<file path="config.mk">
export PLATFORM = sky130hd
export DESIGN_NAME = eth_vlan_pppoe_ipv4_l4_header_parser_core
export DESIGN_NICKNAME = d
export VERILOG_FILES = /design/src/rtl/core/evp_pkg.sv /design/src/rtl/core/evp_front.sv /design/src/rtl/core/evp_queue.sv /design/src/rtl/core/evp_back.sv /design/src/rtl/core/eth_vlan_pppoe_ipv4_l4_header_parser_core.sv
export SDC_FILE = /design/constraint.sdc
export NUM_CORES = 2
export LEC_CHECK = 0
export BUFFER_PORTS_ARGS = -buffer_cell sky130_fd_sc_hd__buf_2
export CELL_PAD_IN_SITES_DETAIL_PLACEMENT = 0
export CELL_PAD_IN_SITES_GLOBAL_PLACEMENT = 1
export CORE_ASPECT_RATIO = 1.2
export CORE_UTILIZATION = 47
export DETAILED_ROUTE_END_ITERATION = 12
export PLACE_DENSITY = 0.8
export SLEW_MARGIN = 20
export SYNTH_ARGS = -nofsm -noshare
export SYNTH_HDL_FRONTEND = slang
export SYNTH_SLANG_ARGS = --single-unit
</file>
<file path="constraint.sdc">
create_clock -name clk -period 8.83 [get_ports clk]
set_clock_uncertainty 0.1 [all_clocks]
set_input_delay 1.3245 -clock clk [delete_from_list [all_inputs] [get_ports clk]]
set_output_delay 1.3245 -clock clk [all_outputs]
set_load 0.02 [all_outputs]
</file>
<file path="src/rtl/core/evp_pkg.sv">
// Package: shared types and constants for the header parser core.
`default_nettype none
package evp_pkg;
	localparam logic [15:0] MIN_LINK_BYTES = 16'd14;
	localparam logic [15:0] ETH_IPV4  = 16'h0800;
	localparam logic [15:0] PPP_IPV4  = 16'h0021;
	localparam logic [15:0] ETH_VLAN  = 16'h8100;
	localparam logic [15:0] ETH_QINQ  = 16'h9100;
	localparam logic [15:0] ETH_PPPOE = 16'h8864;
	localparam logic [7:0]  PROTO_TCP = 8'h06;
	localparam logic [7:0]  PROTO_UDP = 8'h11;
	localparam logic [1:0]  ST_L4    = 2'd0;
	localparam logic [1:0]  ST_OTHER = 2'd1;
	localparam logic [1:0]  ST_BAD   = 2'd2;
	localparam int QDEPTH = 2;

	// Frame summary handed from the front to the back part.
	typedef struct packed {
		logic        ok;
		logic [15:0] cap;
		logic [15:0] l3;
		logic [5:0]  ihl;
		logic [15:0] tot;
		logic [7:0]  proto;
		logic        tseen;
		logic [11:0] tid;
		logic [15:0] sess;
		logic [31:0] sa;
		logic [31:0] da;
		logic [15:0] sp;
		logic [15:0] dp;
		logic [5:0]  l4;
	} frame_sum_t;

	typedef struct packed {
		logic [1:0]  status;
		logic        vlan_seen;
		logic [11:0] vlan_ident;
		logic [15:0] pppoe_session;
		logic [7:0]  ip_protocol;
		logic [31:0] source_address;
		logic [31:0] destination_address;
		logic [15:0] src_port;
		logic [15:0] destination_port;
		logic [15:0] payload_offset;
		logic [15:0] payload_length;
	} result_t;
endpackage
`default_nettype wire

</file>
<file path="src/rtl/core/evp_front.sv">
// Front part: walks the header chain one byte per in_valid cycle, emits a frame summary.
`default_nettype none
module evp_front (
	input  wire logic             clk,
	input  wire logic             arst_n,
	input  wire logic             in_valid,
	input  wire logic [7:0]       in_byte,
	input  wire logic             in_last,
	output evp_pkg::frame_sum_t   sum,
	output logic                  sum_valid
);
	import evp_pkg::*;
	typedef enum logic [2:0] {PH_LINK, PH_TAG, PH_PPPOE, PH_IP, PH_DONE} phase_t;

	phase_t      ph_q;
	logic [15:0] cnt_q, nhs_q, type_q, l3_q, tot_q, sess_q, sp_q, dp_q;
	logic        fail_q, tseen_q;
	logic [11:0] tid_q;
	logic [5:0]  ihl_q, l4_q;
	logic [7:0]  proto_q;
	logic [31:0] sa_q, da_q;

	logic [15:0] o, oi, q, ntype;
	logic        live;
	phase_t      ph_n;
	logic        fail_n;
	logic [15:0] l3_n, nhs_n;

	assign live = cnt_q != 16'hffff;
	assign o = cnt_q - nhs_q;
	assign oi = cnt_q - l3_q;
	assign q = oi - {10'd0, ihl_q};
	assign ntype = {type_q[15:8], in_byte};

	always_comb begin
		ph_n = ph_q; fail_n = fail_q; l3_n = l3_q; nhs_n = nhs_q;
		if (live && ((ph_q == PH_LINK && cnt_q == 16'd13) ||
			((ph_q == PH_TAG || ph_q == PH_PPPOE) &&
			o == ((ph_q == PH_TAG) ? 16'd3 : 16'd7)))) begin
			nhs_n = cnt_q + 16'd1;
			if (ntype == ETH_IPV4 || ntype == PPP_IPV4) begin
				ph_n = PH_IP; l3_n = cnt_q + 16'd1;
			end else if (ntype == ETH_VLAN || ntype == ETH_QINQ) begin
				ph_n = PH_TAG;
			end else if (ntype == ETH_PPPOE) begin
				ph_n = PH_PPPOE;
			end else begin
				ph_n = PH_DONE; fail_n = 1'b1;
			end
		end
		if (live && ph_q == PH_IP && oi == 16'd0 && in_byte[3:0] < 4'd5) begin
			ph_n = PH_DONE; fail_n = 1'b1;
		end
	end

	// Summary of the frame that ends with this byte.
	always_comb begin
		sum.cap   = live ? cnt_q + 16'd1 : cnt_q;
		sum.l3    = l3_n;
		sum.ok    = !fail_n && ph_n == PH_IP;
		sum.ihl   = ihl_q;  sum.tot = tot_q; sum.proto = proto_q;
		sum.tseen = tseen_q; sum.tid = tid_q; sum.sess = sess_q;
		sum.sa = sa_q; sum.da = da_q; sum.sp = sp_q; sum.dp = dp_q; sum.l4 = l4_q;
		if (live) begin
			case (ph_q)
				PH_TAG: begin
					if (o == 16'd0) sum.tid = {in_byte[3:0], 8'd0};
					else if (o == 16'd1) begin
						sum.tid = {tid_q[11:8], in_byte}; sum.tseen = 1'b1;
					end
				end
				PH_PPPOE: begin
					if (o == 16'd2) sum.sess = {in_byte, 8'd0};
					else if (o == 16'd3) sum.sess = {sess_q[15:8], in_byte};
				end
				PH_IP: begin
					if (oi == 16'd0) sum.ihl = {in_byte[3:0], 2'b00};
					else if (oi < {10'd0, ihl_q}) begin
						if (oi == 16'd2) sum.tot = {in_byte, 8'd0};
						else if (oi == 16'd3) sum.tot = {tot_q[15:8], in_byte};
						else if (oi == 16'd9) sum.proto = in_byte;
						else if (oi >= 16'd12 && oi < 16'd16) sum.sa = {sa_q[23:0], in_byte};
						else if (oi >= 16'd16 && oi < 16'd20) sum.da = {da_q[23:0], in_byte};
					end else begin
						if (q == 16'd0) sum.sp = {in_byte, 8'd0};
						else if (q == 16'd1) sum.sp = {sp_q[15:8], in_byte};
						else if (q == 16'd2) sum.dp = {in_byte, 8'd0};
						else if (q == 16'd3) sum.dp = {dp_q[15:8], in_byte};
						else if (q == 16'd12) sum.l4 = {in_byte[7:4], 2'b00};
					end
				end
				default: ;
			endcase
		end
	end

	assign sum_valid = in_valid && in_last;

	always_ff @(posedge clk or negedge arst_n) begin
		if (!arst_n) begin
			ph_q <= PH_LINK; cnt_q <= '0; nhs_q <= 16'd14; type_q <= '0; fail_q <= 1'b0;
			tid_q <= '0; tseen_q <= 1'b0; sess_q <= '0; l3_q <= '0; ihl_q <= '0;
			tot_q <= '0; proto_q <= '0; sa_q <= '0; da_q <= '0; sp_q <= '0; dp_q <= '0;
			l4_q <= '0;
		end else if (in_valid) begin
			if (in_last) begin
				ph_q <= PH_LINK; cnt_q <= '0; nhs_q <= 16'd14; type_q <= '0; fail_q <= 1'b0;
				tid_q <= '0; tseen_q <= 1'b0; sess_q <= '0; l3_q <= '0; ihl_q <= '0;
				tot_q <= '0; proto_q <= '0; sa_q <= '0; da_q <= '0; sp_q <= '0;
				dp_q <= '0; l4_q <= '0;
			end else begin
				if (live) begin
					cnt_q <= cnt_q + 16'd1;
					if ((ph_q == PH_LINK && cnt_q == 16'd12) ||
						(ph_q == PH_TAG && o == 16'd2) || (ph_q == PH_PPPOE && o == 16'd6))
						type_q <= {in_byte, 8'd0};
					else if ((ph_q == PH_LINK && cnt_q == 16'd13) ||
						(ph_q == PH_TAG && o == 16'd3) || (ph_q == PH_PPPOE && o == 16'd7))
						type_q <= ntype;
				end
				ph_q <= ph_n; fail_q <= fail_n; l3_q <= l3_n; nhs_q <= nhs_n;
				ihl_q <= sum.ihl; tot_q <= sum.tot; proto_q <= sum.proto;
				tseen_q <= sum.tseen; tid_q <= sum.tid; sess_q <= sum.sess;
				sa_q <= sum.sa; da_q <= sum.da; sp_q <= sum.sp; dp_q <= sum.dp;
				l4_q <= sum.l4;
			end
		end
	end
endmodule
`default_nettype wire

</file>
<file path="src/rtl/core/evp_queue.sv">
// Two-entry queue of frame summaries between front and back.
`default_nettype none
module evp_queue (
	input  wire logic           clk,
	input  wire logic           arst_n,
	input  wire logic           wr,
	input  evp_pkg::frame_sum_t wdata,
	output logic                full,
	input  wire logic           rd,
	output evp_pkg::frame_sum_t rdata,
	output logic                nempty
);
	import evp_pkg::*;
	frame_sum_t  mem_q [QDEPTH];
	logic        wp_q, rp_q;
	logic [1:0]  n_q;

	assign full = n_q == 2'(QDEPTH);
	assign nempty = n_q != 2'd0;
	assign rdata = mem_q[rp_q];

	always_ff @(posedge clk) begin
		if (wr) mem_q[wp_q] <= wdata;
	end

	always_ff @(posedge clk or negedge arst_n) begin
		if (!arst_n) begin
			wp_q <= 1'b0; rp_q <= 1'b0; n_q <= '0;
		end else begin
			if (wr) wp_q <= ~wp_q;
			if (rd) rp_q <= ~rp_q;
			n_q <= n_q + {1'b0, wr} - {1'b0, rd};
		end
	end
endmodule
`default_nettype wire

</file>
<file path="src/rtl/core/evp_back.sv">
// Back part: two-stage length checks and result formatting with output register.
`default_nettype none
module evp_back (
	input  wire logic           clk,
	input  wire logic           arst_n,
	input  evp_pkg::frame_sum_t sum,
	input  wire logic           sum_valid,
	output logic                sum_take,
	output evp_pkg::result_t    res,
	output logic                res_valid,
	input  wire logic           res_ready
);
	import evp_pkg::*;
	// stage 1: precomputed sums
	logic        v_s1;
	frame_sum_t  f_s1;
	logic [16:0] hdr_s1, pay_s1, l4t_s1, avail_s1;
	logic [5:0]  l4len_s1;
	logic        l4p_s1;
	logic        s1_free, out_free;
	logic [5:0]  l4c;
	logic [16:0] h;
	logic        base, ok_l4;
	result_t     res_n;

	assign out_free = !res_valid || res_ready;
	assign s1_free = !v_s1 || out_free;
	assign sum_take = sum_valid && s1_free;
	assign h = {1'b0, sum.l3} + {11'd0, sum.ihl};
	assign l4c = (sum.proto == PROTO_TCP) ? sum.l4 : 6'd8;

	always_ff @(posedge clk) begin
		if (sum_take) begin
			f_s1 <= sum;
			hdr_s1 <= h;
			l4len_s1 <= l4c;
			l4t_s1 <= h + {11'd0, l4c};
			pay_s1 <= {1'b0, sum.tot} - {11'd0, sum.ihl};
			avail_s1 <= {1'b0, sum.cap} - {1'b0, sum.l3};
			l4p_s1 <= sum.proto == PROTO_TCP || sum.proto == PROTO_UDP;
		end
	end

	always_comb begin
		base = f_s1.ok && f_s1.cap >= MIN_LINK_BYTES && f_s1.cap > f_s1.l3 &&
			f_s1.ihl >= 6'd20 && {1'b0, f_s1.cap} >= hdr_s1 &&
			{1'b0, f_s1.tot} <= avail_s1 && f_s1.tot >= {10'd0, f_s1.ihl};
		ok_l4 = {1'b0, f_s1.cap} >= hdr_s1 + 17'd4 &&
			!(f_s1.proto == PROTO_TCP &&
			({1'b0, f_s1.cap} < hdr_s1 + 17'd13 || l4len_s1 < 6'd20)) &&
			{11'd0, l4len_s1} <= pay_s1 && {1'b0, f_s1.cap} >= l4t_s1;
		res_n = '0;
		res_n.status = ST_BAD;
		if (base && (!l4p_s1 || ok_l4)) begin
			res_n.status = l4p_s1 ? ST_L4 : ST_OTHER;
			res_n.vlan_seen = f_s1.tseen;
			res_n.vlan_ident = f_s1.tid;
			res_n.pppoe_session = f_s1.sess;
			res_n.ip_protocol = f_s1.proto;
			res_n.source_address = f_s1.sa;
			res_n.destination_address = f_s1.da;
			if (l4p_s1) begin
				res_n.src_port = f_s1.sp;
				res_n.destination_port = f_s1.dp;
				res_n.payload_offset = l4t_s1[15:0];
				res_n.payload_length = pay_s1[15:0] - {10'd0, l4len_s1};
			end else begin
				res_n.payload_offset = hdr_s1[15:0];
				res_n.payload_length = pay_s1[15:0];
			end
		end
	end

	always_ff @(posedge clk or negedge arst_n) begin
		if (!arst_n) begin
			v_s1 <= 1'b0; res_valid <= 1'b0; res <= '0;
		end else begin
			if (s1_free) v_s1 <= sum_take;
			if (out_free) begin
				res_valid <= v_s1;
				if (v_s1) res <= res_n;
			end
		end
	end
endmodule
`default_nettype wire

</file>
<file path="src/rtl/core/eth_vlan_pppoe_ipv4_l4_header_parser_core.sv">
// Top level: Ethernet/VLAN/PPPoE/IPv4/L4 header parser core.
// Throughput: one frame byte per cycle when s_tready is high; no bubbles between frames.
// Result path: after the last byte is accepted, its summary is written into the queue,
//   then registered in stage 1 and then in the output register.
// The two-entry summary queue absorbs output stalls; s_tready drops only when it is full.
// Reset: arst_n asynchronous active low clears all parse and handshake state.
`default_nettype none
module eth_vlan_pppoe_ipv4_l4_header_parser_core (
	input  wire logic         clk,
	input  wire logic         arst_n,
	input  wire logic         s_tvalid,
	output logic              s_tready,
	input  wire logic [7:0]   s_tdata,   // [7:0] frame_byte
	input  wire logic         s_tlast,   // frame_end
	output logic              m_tvalid,
	input  wire logic         m_tready,
	output logic [167:0]      m_tdata,   // vlan_seen, vlan_ident, pppoe_session,
	                                     // ip_protocol, source_address,
	                                     // destination_address, src_port,
	                                     // destination_port, payload_offset,
	                                     // payload_length, then zero pad
	output logic [1:0]        m_tuser    // parse_status
);
	import evp_pkg::*;
	frame_sum_t sum, qd;
	logic       sv, qfull, qne, take;
	result_t    r;

	// Front runs whenever the queue has room for a possible summary.
	assign s_tready = !qfull;

	evp_front u_front (
		.clk, .arst_n, .in_valid(s_tvalid && s_tready), .in_byte(s_tdata),
		.in_last(s_tlast), .sum, .sum_valid(sv)
	);

	evp_queue u_queue (
		.clk, .arst_n, .wr(sv), .wdata(sum), .full(qfull),
		.rd(take), .rdata(qd), .nempty(qne)
	);

	evp_back u_back (
		.clk, .arst_n, .sum(qd), .sum_valid(qne), .sum_take(take),
		.res(r), .res_valid(m_tvalid), .res_ready(m_tready)
	);

	assign m_tuser = r.status;
	assign m_tdata = {3'd0, r.payload_length, r.payload_offset, r.destination_port,
		r.src_port, r.destination_address, r.source_address, r.ip_protocol,
		r.pppoe_session, r.vlan_ident, r.vlan_seen};
endmodule
`default_nettype wire
</file>
== Word-level counts from Yosys, hierarchy flattened ==
Memories as Yosys holds them, arrays and structs flattened.
Cells that the tools add are included.

* Equality and inequality tests: 29
* Add/subtract/negate cells: 13
* Bitwise gates (word level): 2
* $lt $le $gt $ge: 17
* Reduce and logical (&&, ||, !) cells: 58
* Muxes and demuxes: 78

{| class="wikitable"
|+ Operator list
! cell !! count
|-
| $mux W16 || 19
|-
| $mux W64 || 4
|-
| $mux W32 || 7
|-
| $mux W102 || 2
|-
| $mux W167 || 1
|-
| $mux W161 || 1
|-
| $eq A16 B2 Y1 const B || 6
|-
| $mux W8 || 9
|-
| $eq A16 B4 Y1 const B || 4
|-
| $ge A16 B17 Y1 || 3
|-
| $eq A16 B16 Y1 const B || 3
|-
| $logic_not A16 Y1 || 3
|-
| $mux W24 || 2
|-
| $mux W22 || 2
|-
| $mux W6 || 7
|-
| $mux W38 || 1
|-
| $eq A16 B1 Y1 const B || 2
|-
| $eq A16 B3 Y1 const B || 2
|-
| $ge A16 B4 Y1 const B || 2
|-
| $lt A16 B5 Y1 const B || 2
|-
| $sub A16 B16 Y16 || 2
|-
| $sub A16 B6 Y16 || 2
|-
| $mux W30 || 1
|-
| $logic_and A1 B1 Y1 || 28
|-
| other kinds (39) || 82
|}

* Bits in writable memories: 388
* Logic and storage cells: 250
* Output and inout bits: 172
* Input port bits: 13
* Register bits: 657
* Memories kept: 1

{| class="wikitable"
|+ Memory list
! memory !! words !! width !! rd ports !! clocked after memory_dff !! write ports !! RTL line !! source
|-
| u_queue.mem_q || 2 || 194 || 1 || 0 || 1 || evp_queue.sv:14 || <nowiki>frame_sum_t mem_q [QDEPTH];</nowiki>
|}

== Longest topological paths before layout ==
* Word-level depth: 13
* Mapped depth: 24

== Modules after synthesis ==
From an unflattened synthesis, not the netlist that was laid out.

* Cell total of the unflattened synthesis: 3881
* Area, all modules: 49846.6 sq um

{| class="wikitable"
|+ By module, submodules not included
! module !! sequential area each (sq um) !! cells each !! area an instance (sq um) !! times used
|-
| evp_back || 12126.6 || 1805 || 21159.0 || 1
|-
| evp_queue || 11751.3 || 619 || 14820.5 || 1
|-
| evp_front || 5534.1 || 1451 || 13830.8 || 1
|-
| eth_vlan_pppoe_ipv4_l4_header_parser_core || 0.0 || 6 || 36.3 || 1
|}

== Worst setup path before layout ==
OpenSTA, ideal clock, no wires.

* Path type: input to register
* From: input s_tvalid
* To: memory u_queue.mem_q[0][0] (netlist bit) (enable)
* Data arrival time: 9.640 ns
* Data required time: 7.978 ns
* Setup time: 0.752 ns
* Slack: -1.662 ns
* Buffers on the path: 0
* Cell stages on the path: 3
* Path through: and2_1 > nand2_1 > nor2_1

* Cells in the longest elaborated chain, start to end: 4

{| class="wikitable"
|+ RTL lines
! element !! RTL line !! source
|-
| from (decl) || eth_vlan_pppoe_ipv4_l4_header_parser_core.sv:11 || <nowiki>input wire logic s_tvalid,</nowiki>
|-
| $logic_and A1 B1 Y1 || eth_vlan_pppoe_ipv4_l4_header_parser_core.sv:33 || <nowiki>.clk, .arst_n, .in_valid(s_tvalid && s_tready), .in_byte(s_tdata),</nowiki>
|-
| $logic_and A1 B1 Y1 || evp_front.sv:97 || <nowiki>assign sum_valid = in_valid && in_last;</nowiki>
|-
| $mux W1 || evp_queue.sv:23 || <nowiki>if (wr) mem_q[wp_q] <= wdata;</nowiki>
|-
| $mux W1 (implied by the code) || evp_queue.sv:23 ||
|-
| to (decl) || evp_queue.sv:14 ||
|}

No other way between the ends.

==> reports/summary.txt <==
status = complete, no violations
final period utilization = 69.2%
Pre-Repair DR Iteration Count = 5
ANT nets after route = 0
vias in the first global route = 30500
cts bufs inserted = 105
H-Tree Depth = 3
#FFs+latches synth = 1045
Layout Nets = 4068
DR iter-0 viols = 2069
Syn-to-layout area delta = 12.3%
Starting Density = 47.4%
Clock transition at path regs = 0.06 ns
Setup CP Type = reg2reg
Worst-Skew Late Latency = 0.69 ns
Setup TNS Final = 0 ns
crit end category = register
PwrDens = 314 mW/mm²
Critical Path, Cell by Cell = inv_1, ha_1, inv_1, fa_1, a21o_1, a21oi_1, xnor2_1, ha_1, or2_1, a21oi_1, a21o_1, xnor3_1, a2111oi_0, and4_1, nand4_1, and3b_1, buf_4, nand2_1, mux2_2
placed inst area = 0.0504 mm²
clock root cell = clkbuf_16
Startpoint Class = register
average cell area after synthesis = 13.0 µm²
Fillers = 8665
RSZ-0062 raised after global routing = false
sequential fraction of the synthesis area = 61.1%
clk buf depth = 3
synthesized area = 0.0481 mm²
Reg power frac = 42.6%
DRC violations left = 0
minimum clock period = 6.11 ns
I/O pin count = 185
Yosys warning count = 0
antenna cells = 0
GR Util met1 = 30.0%
postcts setup bufs = 0
Worst EP arrival = 6.43 ns
Setup violations, final = 0
number of cell rows = 128
GRT busiest layer = met2
layout cell share with drive strength beyond 1 = 17.9%
Slowest cell on crit path = dfrtp_1
clk sinks = 1045
Psw = 5.73 mW
leakage power total = 22.1 nW
antenna violations before repair = 2
commonest non-fill, non-tap cell in the layout = edfxtp_1
die width = 294 µm
max_cap viols = 0
Max Fclk = 164 MHz
most used flip-flop cell after synthesis = edfxtp_1
Worst Hold Class = reg2reg
core area = 0.102 mm²
Clock power frac = 27.3%
final wirelength = 115000 µm
VDD IR-drop max = 0.239 mV
first-pass GRT wire length = 179000 µm
GRT met3 Usage = 2.72%
drt via density = 5.70
Crit path max-delay family = simple AND/OR/NAND/NOR gates
largest net degree at the start of global routing = 159
Overall Global Routing Usage = 22.2%
switching share of power = 33.8%
WL/cell = 21.6 µm
gpl congestion = 0.915
Worst Path Required = 9.15 ns
Post-CTS Hold Fix Bufs = 0
cell count after synthesis = 3709
fin. max-slew vios = 0
slew margin rel. = 31.4%
Largest stage delay, worst path = 0.48 ns
die area = 0.104 mm²
M2 GR Usage = 37.1%
Worst Path Buf+Inv = 3
CTS resizes = 0
Die Y = 353 µm
Design Area, Final = 0.0541 mm²
pre-CTS setup slack = 2.81 ns
setup ws final = 2.72 ns
total gr overflow = 0
final-report hold violation count = 0
CTS tree = yes
via count = 30300
worst-margin pin slew = 1.03 ns
Internal = 11.2 mW
DP Wirelength = 75200 µm
port bufs = 181
commonest non-fill, non-tap cells in the layout = edfxtp_1, dfrtp_1, nand2_1
worst hold slack = 0.344 ns
combinational power share = 30.1%
asr flop ratio synth = 37.7%
Synth cell types = 92
CP max FO = 20
Post-synth EDFFs = 651
==> Yosys cell counts (all sizes together) (22+ instances only) <==
library cell / instances / area, µm²
dfrtp: 391 / 9780
mux2i: 50 / 500
nor3: 58 / 310
ha: 190 / 2380
nor2: 131 / 502
buf: 41 / 254
o21ai: 222 / 1110
and3: 30 / 188
clkbuf: 144 / 541
mux2: 272 / 3180
inv: 195 / 732
nand2: 289 / 1080
a21o: 48 / 360
nand3: 71 / 360
nor2b: 51 / 319
o21a: 27 / 203
a22o: 233 / 2040
a22oi: 60 / 450
edfxtp: 651 / 19500
nand4: 26 / 163
a21oi: 101 / 521
xor2: 40 / 350
xnor2: 93 / 815
nor4: 30 / 200
nand2b: 22 / 138
==> per-layer routing <==
metal	wire length, µm	vias to the layer above
li1	-	14100
met1	50100	15300
met2	56400	762
met3	5210	177
met4	3240	2
met5	8	-
==> through the flow <==
step / total power, mW / cells / utilization [%]
after global placement: 12.3 / 5115 / 49.7
after detailed placement: 12.4 / 5115 / 49.7
after global routing: 17.9 / 5315 / 53.3
final: 17.0 / 5315 / 53.3
after floorplan: 10.9 / 3711 / -
after CTS: 17.1 / 5315 / 53.3
==> worst paths after layout <==
kind                             startpoint              endpoint  slack, ns  cells past startpoint
max                        u_front.cnt_q[0]  u_queue.mem_q[0][19]       2.72                     19
min                        u_back.f_s1[118]       u_back.res[152]       0.34                      1
max reg2reg                u_front.cnt_q[0]  u_queue.mem_q[0][19]       2.72                     19
min reg2reg                u_back.f_s1[118]       u_back.res[152]       0.34                      1
max in group asynchronous            arst_n          u_queue.rp_q       6.38                      2
min in group asynchronous            arst_n        u_back.res[27]       0.62                      1
==> power groups by stage <==
stage	clock (mW)	combinational, mW	sequential (mW)
finish	4.63	5.11	7.23
global route	4.90	5.67	7.33
CTS	4.72	5.15	7.23
detailed placement	0	5.11	7.32
global placement	0	5.04	7.30
floorplan	0	3.60	7.26
==> worst reg2reg max path, cell delays in order (launching register included) <==
cell and delay [ns]:
dfrtp_1 0.48, inv_1 0.24, ha_1 0.21, inv_1 0.06
fa_1 0.40, a21o_1 0.20, a21oi_1 0.19, xnor2_1 0.23
ha_1 0.35, or2_1 0.24, a21oi_1 0.24, a21o_1 0.15
xnor3_1 0.29, a2111oi_0 0.45, and4_1 0.26, nand4_1 0.28
and3b_1 0.32, buf_4 0.26, nand2_1 0.45, mux2_2 0.45
==> sequential cells by signal, indices dropped and copies added, names as in the netlist, 12 cells and up <==
name / flops
u_queue.mem_q: 388
u_back.f_s1: 188
u_back.res: 167
u_front.da_q: 32
u_front.sa_q: 32
u_back.avail_s1: 17
u_back.hdr_s1: 17
u_back.l4t_s1: 17
u_back.pay_s1: 17
u_front.cnt_q: 16
u_front.dp_q: 16
u_front.l3_q: 16
u_front.nhs_q: 16
u_front.sess_q: 16
u_front.sp_q: 16
u_front.tot_q: 16
u_front.tid_q: 12
==> layout make-up <==
class / count / area, µm² / share of cell area (%)
timing repair buffer: 224 / 1290 / 2.39
tap: 1365 / 1710 / 3.16
clock buffer: 139 / 2880 / 5.32
sequential: 1045 / 29400 / 54.4
clock inverter: 61 / 753 / 1.39
multi-input combinational: 2283 / 17300 / 32.0
inverter: 198 / 743 / 1.37
==> cell families (layout without fill, tap and decap cells) <==
| family | after synthesis | in the layout | synth area share [%] |
|---|---|---|---|
| AO/OA/AOI/OAI | 839 | 839 | 12.3 |
| XOR/XNOR | 134 | 134 | 2.47 |
| adder cells (fa/ha/maj) | 198 | 198 | 5.27 |
| buffers and inverters | 383 | 622 | 3.19 |
| flip-flops | 1045 | 1045 | 61.1 |
| multiplexers | 322 | 322 | 7.64 |
| other | 1 | 3 | 0.00779 |
| AND/OR/NAND/NOR | 787 | 787 | 8.01 |
(Power assumes the default switching activity.)
